--- config.mk ---
export PLATFORM = sky130hd
export DESIGN_NAME = psa_mul
export DESIGN_NICKNAME = d
export VERILOG_FILES = /design/src/rtl/psa_pkg.sv /design/src/rtl/psa_mul.sv
export SDC_FILE = /design/constraint.sdc
export NUM_CORES = 1
export LEC_CHECK = 0
export BUFFER_PORTS_ARGS = -buffer_cell sky130_fd_sc_hd__buf_2
export CAP_MARGIN = 10
export CORE_MARGIN = 2
export CORE_UTILIZATION = 45
export DETAILED_ROUTE_END_ITERATION = 10
export SLEW_MARGIN = 20
export SYNTH_ARGS = -nofsm -noshare
export SYNTH_HDL_FRONTEND = slang
export SYNTH_SLANG_ARGS = --single-unit
--- constraint.sdc ---
create_clock -name clock -period 5.8 [get_ports clock]
set_input_delay 0.29 -clock clock [delete_from_list [all_inputs] [get_ports clock]]
set_output_delay 0.29 -clock clock [all_outputs]
set_load 0.02 [all_outputs]
--- src/rtl/psa_pkg.sv ---
// Shared types and constants of the persistence spectrum accumulator.
package psa_pkg;

   // Cell format: unsigned Q8.16
   localparam int CELL_W = 24;
   localparam logic [CELL_W-1:0] CELL_MAX = 24'hFF_FFFF;
   localparam logic [CELL_W-1:0] HIT_INC  = 24'd1311;

   // Shared multiplier operand and product widths
   localparam int MUL_A_W = 24;
   localparam int MUL_B_W = 17;
   localparam int PROD_W  = MUL_A_W + MUL_B_W;

   // Decay factor 65470/65536
   localparam logic [MUL_B_W-1:0] DECAY_NUM = 17'd65470;

   // Register widths and reset values
   localparam int COLS_W = 11;
   localparam int ROWS_W = 9;
   localparam logic [COLS_W-1:0] COLS_RESET = 11'd1024;
   localparam logic [ROWS_W-1:0] ROWS_RESET = 9'd256;

   // Register index, taken from paddr bit 2
   localparam logic REG_COLUMN_COUNT = 1'b0;
   localparam logic REG_ROW_COUNT    = 1'b1;

   // Item kinds
   localparam logic KIND_SAMPLE = 1'b0;
   localparam logic KIND_READ   = 1'b1;

   typedef enum logic [2:0] {
      ST_CLEAR,
      ST_IDLE,
      ST_RD_FETCH,
      ST_RD_OUT,
      ST_DECAY,
      ST_ROW_MUL,
      ST_ROW_CHK,
      ST_HIT_ADD
   } psa_state_type;

endpackage

--- src/rtl/psa_mul.sv ---
// Shared registered multiplier used for cell decay and row selection.
module psa_mul (
   input  logic                          clock,
   input  logic [psa_pkg::MUL_A_W-1:0]   op_a,
   input  logic [psa_pkg::MUL_B_W-1:0]   op_b,
   output logic [psa_pkg::PROD_W-1:0]    prod
);

   logic [psa_pkg::PROD_W-1:0] prod_ff;
   logic [psa_pkg::PROD_W-1:0] prod_in;

   always_comb begin
      prod_in = psa_pkg::PROD_W'(op_a) * psa_pkg::PROD_W'(op_b);
   end

   always_ff @(posedge clock) begin
      prod_ff <= prod_in;
   end

   assign prod = prod_ff;

endmodule
==> results of run 1 <==
-- worst min-delay path by stage --
stage	slack [ns]	endpoint	depth (start not counted)	from
CTS	0.62	prod[0]	3	op_a[0]
global route	0.63	prod[0]	3	op_a[0]
detailed placement	0.71	prod[34]	1	prod[34]
floorplan	0.41	prod[0]	1	op_b[0]
finish	0.63	prod[0]	3	op_a[0]
global placement	0.71	prod[25]	1	prod[25]
-- worst max-delay path, stage by stage --
cell and delay (ns):
buf_2 0.17, and2_1 0.20, fa_1 0.53, inv_1 0.05
fa_1 0.40, fa_1 0.55, inv_1 0.05, fa_1 0.46
fa_1 0.55, inv_1 0.05, fa_1 0.47, inv_1 0.04
ha_1 0.28, a21o_1 0.19, a21o_1 0.20, a221o_1 0.34
and3_4 0.20, o211a_1 0.14, o31a_1 0.29, a21o_1 0.19
xor2_1 0.13
-- cells in the final DEF, fill, tap and decap left out, drive strengths merged, types with 23 or more instances in the layout --
cell,synthesis,final
fa,329,329
dfxtp,41,41
inv,409,409
a21oi,36,36
xnor2,24,24
and2,158,158
buf,1,243
nor2,23,23
ha,115,115
nand2,279,279
-- metal layers --
metal / GRT usage (%) / vias up
met5: 0 / -
met4: 4.87 / 0
met3: 2.12 / 50
met2: 42.0 / 156
met1: 26.9 / 5594
li1: - / 5032
-- logic make-up (layout without fill, tap and decap cells) --
family	after synthesis	in the layout	synth area share, %
fa+ha+maj	444	444	57.2
xor+xnor	35	35	2.19
simple gates	493	493	16.6
buf+inv	475	666	12.8
compound gates	114	114	5.39
flops	41	41	5.85
-- cell type report --
cell class,instances,area (µm²)
flip-flops and latches,41,821
well taps,396,495
clock buffers,6,129
multi-input cells,1086,11500
repair buffers,249,1760
inverters,409,1540
fillers,2935,14400
clock inverters,2,10.0
-- stage by stage --
| step | hold slack, ns | instance area [µm²] | TNS, ns | cells | setup slack, ns |
|---|---|---|---|---|---|
| floorplan | 0.412 | 14000 | -0.0273 | 1602 | -0.0273 |
| finish | 0.627 | 16300 | 0 | 2189 | 0.202 |
| detailed placement | 0.705 | 15900 | -2.57 | 2178 | -0.294 |
| global route | 0.633 | 16300 | -0.00688 | 2189 | -0.00539 |
| global placement | 0.708 | 15900 | -1.85 | 2178 | -0.226 |
| CTS | 0.616 | 16100 | 0 | 2186 | 0.000542 |
-- repair_timing --
item,in CTS,in global routing
hold buffers,0,0
endpoints found under the setup margin,2,14
resized for setup,1,70
pin swaps,1,14
buffers inserted,0,3
==> run_results.csv, run 1 <==
group,metric,value,unit
status,outcome,"complete, no violations",
flow_run,maxCapViolCount,0,
sta,tightest_slew,0.481,ns
floorplan,die_h,181,µm
synthesis,synthArstFlopShare,0,%
clock_network,h-tree-depth,2,
global_route,antenna_found_initial,0,
drt,wire_per_inst,15.7,µm
placement,port_buffers,82,
synthesis,synth_area_leader_cell,"fa_1",
synthesis,yosys_warnings,0,
synthesis,synth_seq_cells,41,
sta,max_slew_margin,67.9,%
placement,routabilityCongestion,0.862,
critical_path,cp_data_required_time,5.97,ns
synthesis,yosysSeqAreaShare,5.85,%
drt,met3_length,787,µm
synthesis,avgSynthCellArea,8.75,µm²
floorplan,die_w,181,µm
drt,drtIter0Drc,402,
drt,drt_first_pass_iters,5,
sta,finalSetupViolCount,0,
critical_path,crit_type,"in -> reg",
clock_network,cts_buffer_depth,2,
drt,wl_met1,13500,µm
floorplan,dieArea,32600,µm²
drt,vias_per_cell,4.95,
synthesis,synth-main-ff-cell,"dfxtp_1",
clock_network,cts_root_buf,"clkbuf_16",
sta,finalCritPeriodShare,96.5,%
drt,drcViolationCount,0,
global_route,grt-ovfl-total,0,
global_route,grt_max_degree,21,
critical_path,cp_data_arrival_time,5.77,ns
sta,max_freq,179,MHz
synthesis,synth_top_area_share,47.0,%
critical_path,crit_end,"prod[36]",
drt,routed_wirelength,34400,µm
hold_path,min_path_type,"in -> reg",
drt,antenna_left,0,
layout,largest_reg_flops,41,
layout,num-nets-final,2278,
sta,drv_slew,0,
synthesis,yosysMostFrequentCell,"inv_1",
synthesis,yosysUniqueCellTypes,46,
clock_network,cts_buffers,5,
layout,post-route-util,53.1,%
drt,highest_layer,"met4",
global_route,grt_use_total,22.1,%
critical_path,startpoint_type,"input pin",
global_route,grt_pass1_vias,11600,
global_route,grt_pass1_wl,57500,µm
synthesis,ys_top_cells_by_area,"fa_1 (47%), inv_1 (11%), ha_1 (10%)",
critical_path,worst-path-max-fanout,7,
clock_network,tritoncts,"yes",
floorplan,ios,83,
clock_network,cts.sinks,41,
floorplan,coreArea,30700,µm²
layout,layout-drive-gt1-share,16.1,%
critical_path,crit_path_end_kind,"register",
clock_network,cts.clk_slew.worst_paths,0.07,ns
synthesis,postSynthNetCount,2088,
layout,syn_to_final_growth,16.1,%
synthesis,syn-cell-area,14000,µm²
synthesis,synth-edff-count,0,
placement,dpl.hpwl,31000,µm
synthesis,synth_commonest_cells,"inv_1 (409), fa_1 (329), nand2_1 (279)",
synthesis,synthCells,1602,
floorplan,rows,64,
drt,route.met2.wl,19200,µm
sta,min_period,5.60,ns
layout,n_antenna_cell,0,
drt,vias,10800,
floorplan,start_util,45.7,%
critical_path,startpoint,"op_a[13]",
sta,hold_violations,0,
Power of run 1 is not shown: default switching activity piles up to over one toggle a cycle in this logic, so the estimate is an artifact.
==> inputs of run 2 (changes only) <==
--- a/config.mk
+++ b/config.mk
@@ -10,6 +10,7 @@
 export CORE_MARGIN = 2
 export CORE_UTILIZATION = 45
 export DETAILED_ROUTE_END_ITERATION = 10
+export REMOVE_ABC_BUFFERS = 1
 export SLEW_MARGIN = 20
 export SYNTH_ARGS = -nofsm -noshare
 export SYNTH_HDL_FRONTEND = slang
==> run_results.csv, run 2 (synthesized netlist as in run 1, its figures left out) <==
group,metric,value,unit
sta,hold_ws,0.534,ns
global_route,grt_use_total,22.6,%
critical_path,cp_data_arrival_time,5.79,ns
sta,max_slew_margin,70.1,%
drt,antenna_left,0,
layout,num-nets-final,2276,
drt,routed_wirelength,35400,µm
clock_network,cts_buffer_depth,2,
floorplan,coreArea,30700,µm²
layout,fill_cells,2910,
critical_path,startpoint_type,"input pin",
clock_network,h-tree-depth,2,
floorplan,start_util,45.7,%
drt,drcViolationCount,0,
placement,place_area,15900,µm²
sta,finalSetupViolCount,0,
layout,final_common_cell,"inv_1",
layout,fin_area,16200,µm²
status,outcome,"complete, no violations",
clock_network,cts_root_buf,"clkbuf_16",
placement,port_buffers,82,
floorplan,die_w,181,µm
sta,min_period,5.62,ns
floorplan,ios,83,
hold_path,min_path_type,"in -> reg",
global_route,grt_pass1_wl,59000,µm
sta,finalCritPeriodShare,96.8,%
floorplan,die_h,181,µm
layout,syn_to_final_growth,15.8,%
critical_path,crit_type,"in -> reg",
clock_network,cts_buffers,5,
layout,final_cell_mix,"inv_1 (409), fa_1 (328), nand2_1 (278)",
layout,layout-drive-gt1-share,15.5,%
drt,wire_per_inst,16.2,µm
global_route,grt_pass1_vias,11600,
layout,largest_reg_flops,41,
clock_network,holdBufCountCts,0,
clock_network,cts.sinks,41,
global_route,grt_max_degree,19,
placement,dpl.hpwl,31500,µm
sta,max_freq,178,MHz
global_route,grt-ovfl-total,0,
global_route,antenna_found_initial,0,
critical_path,worst-path-max-fanout,6,
clock_network,tritoncts,"yes",
drt,drt_first_pass_iters,7,
critical_path,cp_data_required_time,5.98,ns
layout,n_antenna_cell,0,
placement,routabilityCongestion,0.881,
sta,tightest_slew,0.448,ns
floorplan,rows,64,
drt,vias,10900,
sta,hold_violations,0,
clock_network,cts.clk_slew.worst_paths,0.07,ns
drt,drtIter0Drc,525,
sta,drv_slew,0,
drt,vias_per_cell,4.97,
flow_run,maxCapViolCount,0,
floorplan,dieArea,32600,µm²
critical_path,crit_path_end_kind,"register",
[run 2: cell types whose count changed in the layout (fill, tap and decap cells not counted), sizes merged]
cell	before	now
buf	243	238
inv	409	412
clkbuf	12	14
clkinv	2	0
[run 2: what timing repair did]
| action | in CTS | in global routing |
|---|---|---|
| setup endpoints to repair | 2 | 12 |
| resized for setup | 5 | 51 |
| pin swaps | 1 | 17 |
| setup buffers | 0 | 2 |
[run 2: final cells by class]
| class | instances | area (µm²) | area share [%] |
|---|---|---|---|
| clock buffer | 5 | 125 | 0.770 |
| clock inverter | 3 | 28.8 | 0.177 |
| inverter | 409 | 1540 | 9.45 |
| multi-input combinational | 1086 | 11500 | 70.8 |
| sequential | 41 | 821 | 5.05 |
| tap | 396 | 495 | 3.05 |
| timing repair buffer | 247 | 1730 | 10.7 |
[run 2: per-layer routing]
layer | GRT usage [%] | wire length, µm | up-vias
met5 | 0 | 0 | -
met2 | 39.3 | 17900 | 240
met1 | 31.3 | 15600 | 5572
li1 | - | - | 5036
met4 | 3.13 | 432 | 0
met3 | 2.26 | 1470 | 29
[run 2: critical path, cell delays in order]
cell and delay, ns:
clkbuf_4 0.16, buf_4 0.16, and2_1 0.15, fa_1 0.44, fa_1 0.50, inv_1 0.06
fa_1 0.55, inv_1 0.08, fa_1 0.45, fa_1 0.49, inv_1 0.05, fa_1 0.48
inv_1 0.05, ha_1 0.32, a21o_1 0.18, a211oi_1 0.32, nand2_1 0.16, o211a_1 0.25
o31a_1 0.31, a21o_1 0.19, xor2_1 0.13
[run 2: per-stage QoR]
step,setup TNS [ns],instances,utilization [%],setup slack (ns)
2_1_floorplan,0,1536,-,0.136
3_3_place_gp,-2.76,2177,51.8,-0.294
3_5_place_dp,-2.80,2177,51.8,-0.351
4_1_cts,0,2185,52.4,0.0494
5_1_grt,-0.0261,2187,53.0,-0.0261
6_report,0,2187,53.0,0.185
[run 2: final timing paths]
| path | start | to | cells past startpoint |
|---|---|---|---|
| setup / recovery | op_b[11] | prod[36] | 21 |
| hold / removal | op_a[0] | prod[0] | 3 |
Power of run 2 is left out for the same reason.
==> inputs of run 3 (changes only) <==
--- a/config.mk
+++ b/config.mk
@@ -7,6 +7,7 @@
 export LEC_CHECK = 0
 export BUFFER_PORTS_ARGS = -buffer_cell sky130_fd_sc_hd__buf_2
 export CAP_MARGIN = 10
+export CORE_ASPECT_RATIO = 0.5
 export CORE_MARGIN = 2
 export CORE_UTILIZATION = 45
 export DETAILED_ROUTE_END_ITERATION = 10
==> run_results.csv, run 3 (synthesized netlist as in run 1, its figures left out) <==
group,metric,value,unit
sta,tightest_slew,0.468,ns
clock_network,cts_buffers,5,
layout,final_cell_mix,"inv_1 (409), fa_1 (327), nand2_1 (278)",
drt,vias_per_cell,4.82,
global_route,grt_max_degree,25,
clock_network,cts.sinks,41,
clock_network,cts_root_buf,"clkbuf_16",
sta,rsz0062_at_grt,"no",
drt,drt_first_pass_iters,5,
flow_run,maxCapViolCount,0,
global_route,grt-ovfl-total,0,
layout,largest_reg_flops,41,
floorplan,coreArea,30500,µm²
critical_path,slowest_delay,0.60,ns
sta,hold_violations,0,
sta,max_slew_margin,68.8,%
placement,dp_slack,-0.397,ns
clock_network,tritoncts,"yes",
critical_path,cp_data_arrival_time,5.79,ns
floorplan,dieArea,32700,µm²
clock_network,cts.clk_slew.worst_paths,0.07,ns
critical_path,crit_family,"adder cells",
clock_network,holdBufCountCts,0,
clock_network,h-tree-depth,2,
layout,num-nets-final,2280,
critical_path,worst-path-max-fanout,11,
placement,routabilityCongestion,0.871,
drt,vias,10700,
sta,hold_ws,0.463,ns
critical_path,crit_path_end_kind,"register",
floorplan,rows,45,
critical_path,crit_type,"in -> reg",
global_route,grt_pass1_wl,53700,µm
floorplan,die_h,129,µm
critical_path,cp_data_required_time,5.98,ns
layout,layout-drive-gt1-share,16.0,%
hold_path,min_path_type,"in -> reg",
global_route,antenna_found_initial,0,
drt,drtIter0Drc,383,
global_route,grt_pass1_vias,11000,
sta,fin_ws,0.182,ns
placement,port_buffers,82,
layout,syn_to_final_growth,16.5,%
sta,max_freq,178,MHz
placement,dp.cells,2210,
drt,antenna_left,0,
floorplan,ios,83,
critical_path,cp_cell_sequence,"buf_2 -> buf_4 -> buf_12 -> nand2_1 -> fa_1 -> inv_1 -> fa_1 -> fa_1 -> fa_1 -> fa_1 -> inv_1 -> fa_1 -> inv_1 -> ha_1 -> inv_1 -> nor2_1 -> a221o_1 -> and3_4 -> o211a_1 -> o31a_1 -> a21o_1 -> xor2_1",
sta,min_period,5.62,ns
placement,dpl.hpwl,28400,µm
critical_path,cp_common_cell,"fa_1",
sta,finalSetupViolCount,0,
critical_path,cp_num_buf_inv,7,
status,outcome,"complete, no violations",
layout,fill_cells,2950,
drt,drcViolationCount,0,
global_route,grt_use_total,20.9,%
critical_path,crit_slowest_cell,"fa_1",
clock_network,cts_buffer_depth,2,
layout,final_common_cell,"inv_1",
floorplan,start_util,46.0,%
layout,n_antenna_cell,0,
layout,stdcell_count,2218,
critical_path,startpoint_type,"input pin",
sta,drv_slew,0,
drt,routed_wirelength,32100,µm
sta,finalCritPeriodShare,96.9,%
floorplan,die_w,254,µm
drt,wire_per_inst,14.5,µm
==> run 3: cell types whose count changed in the layout (fill, tap and decap cells not counted), sizes merged <==
cell / previous run / this run
clkbuf: 14 / 16
inv: 412 / 409
clkinv: 0 / 1
buf: 238 / 241
bufinv: 0 / 1
==> run 3: metrics by stage <==
stage / instance area [µm²] / utilization (%) / TNS (ns)
2_1_floorplan: 13800 / - / 0
3_3_place_gp: 16000 / 52.5 / -2.07
3_5_place_dp: 16000 / 52.5 / -2.75
4_1_cts: 16200 / 53.1 / 0
5_1_grt: 16300 / 53.5 / 0
6_report: 16300 / 53.5 / 0
==> run 3: metal layers <==
| layer | vias to the layer above | wire [µm] | share of wire [%] | track usage [%] |
|---|---|---|---|---|
| met5 | - | 0 | 0 | 0 |
| met4 | 0 | 393 | 1.2 | 3.63 |
| met3 | 29 | 1090 | 3.4 | 1.96 |
| met2 | 159 | 16700 | 52 | 37.5 |
| met1 | 5462 | 13900 | 43 | 27.9 |
| li1 | 5036 | - | - | - |
==> run 3: path summary, 6_finish.rpt <==
| kind | from | to | depth (start not counted) |
|---|---|---|---|
| worst max-delay path | op_b[8] | prod[36] | 22 |
| worst min-delay path | op_a[0] | prod[0] | 3 |
==> run 3: layout make-up <==
class                      instances  area (µm²)  share of cell area (%)
multi-input combinational       1086       11500                    70.5
timing repair buffer             251        1770                    10.9
clock inverter                     2        38.8                   0.237
sequential                        41         821                    5.02
clock buffer                       6         129                   0.789
tap                              423         529                    3.24
inverter                         409        1540                    9.40
==> run 3: repair_timing <==
| action | in CTS | in global routing |
|---|---|---|
| pin swaps | 1 | 17 |
| gates resized for setup | 1 | 45 |
| endpoints found under the setup margin | 2 | 13 |
| setup buffers | 0 | 1 |
| endpoints found under the hold margin | 0 | 0 |
Power of run 3 is left out for the same reason.
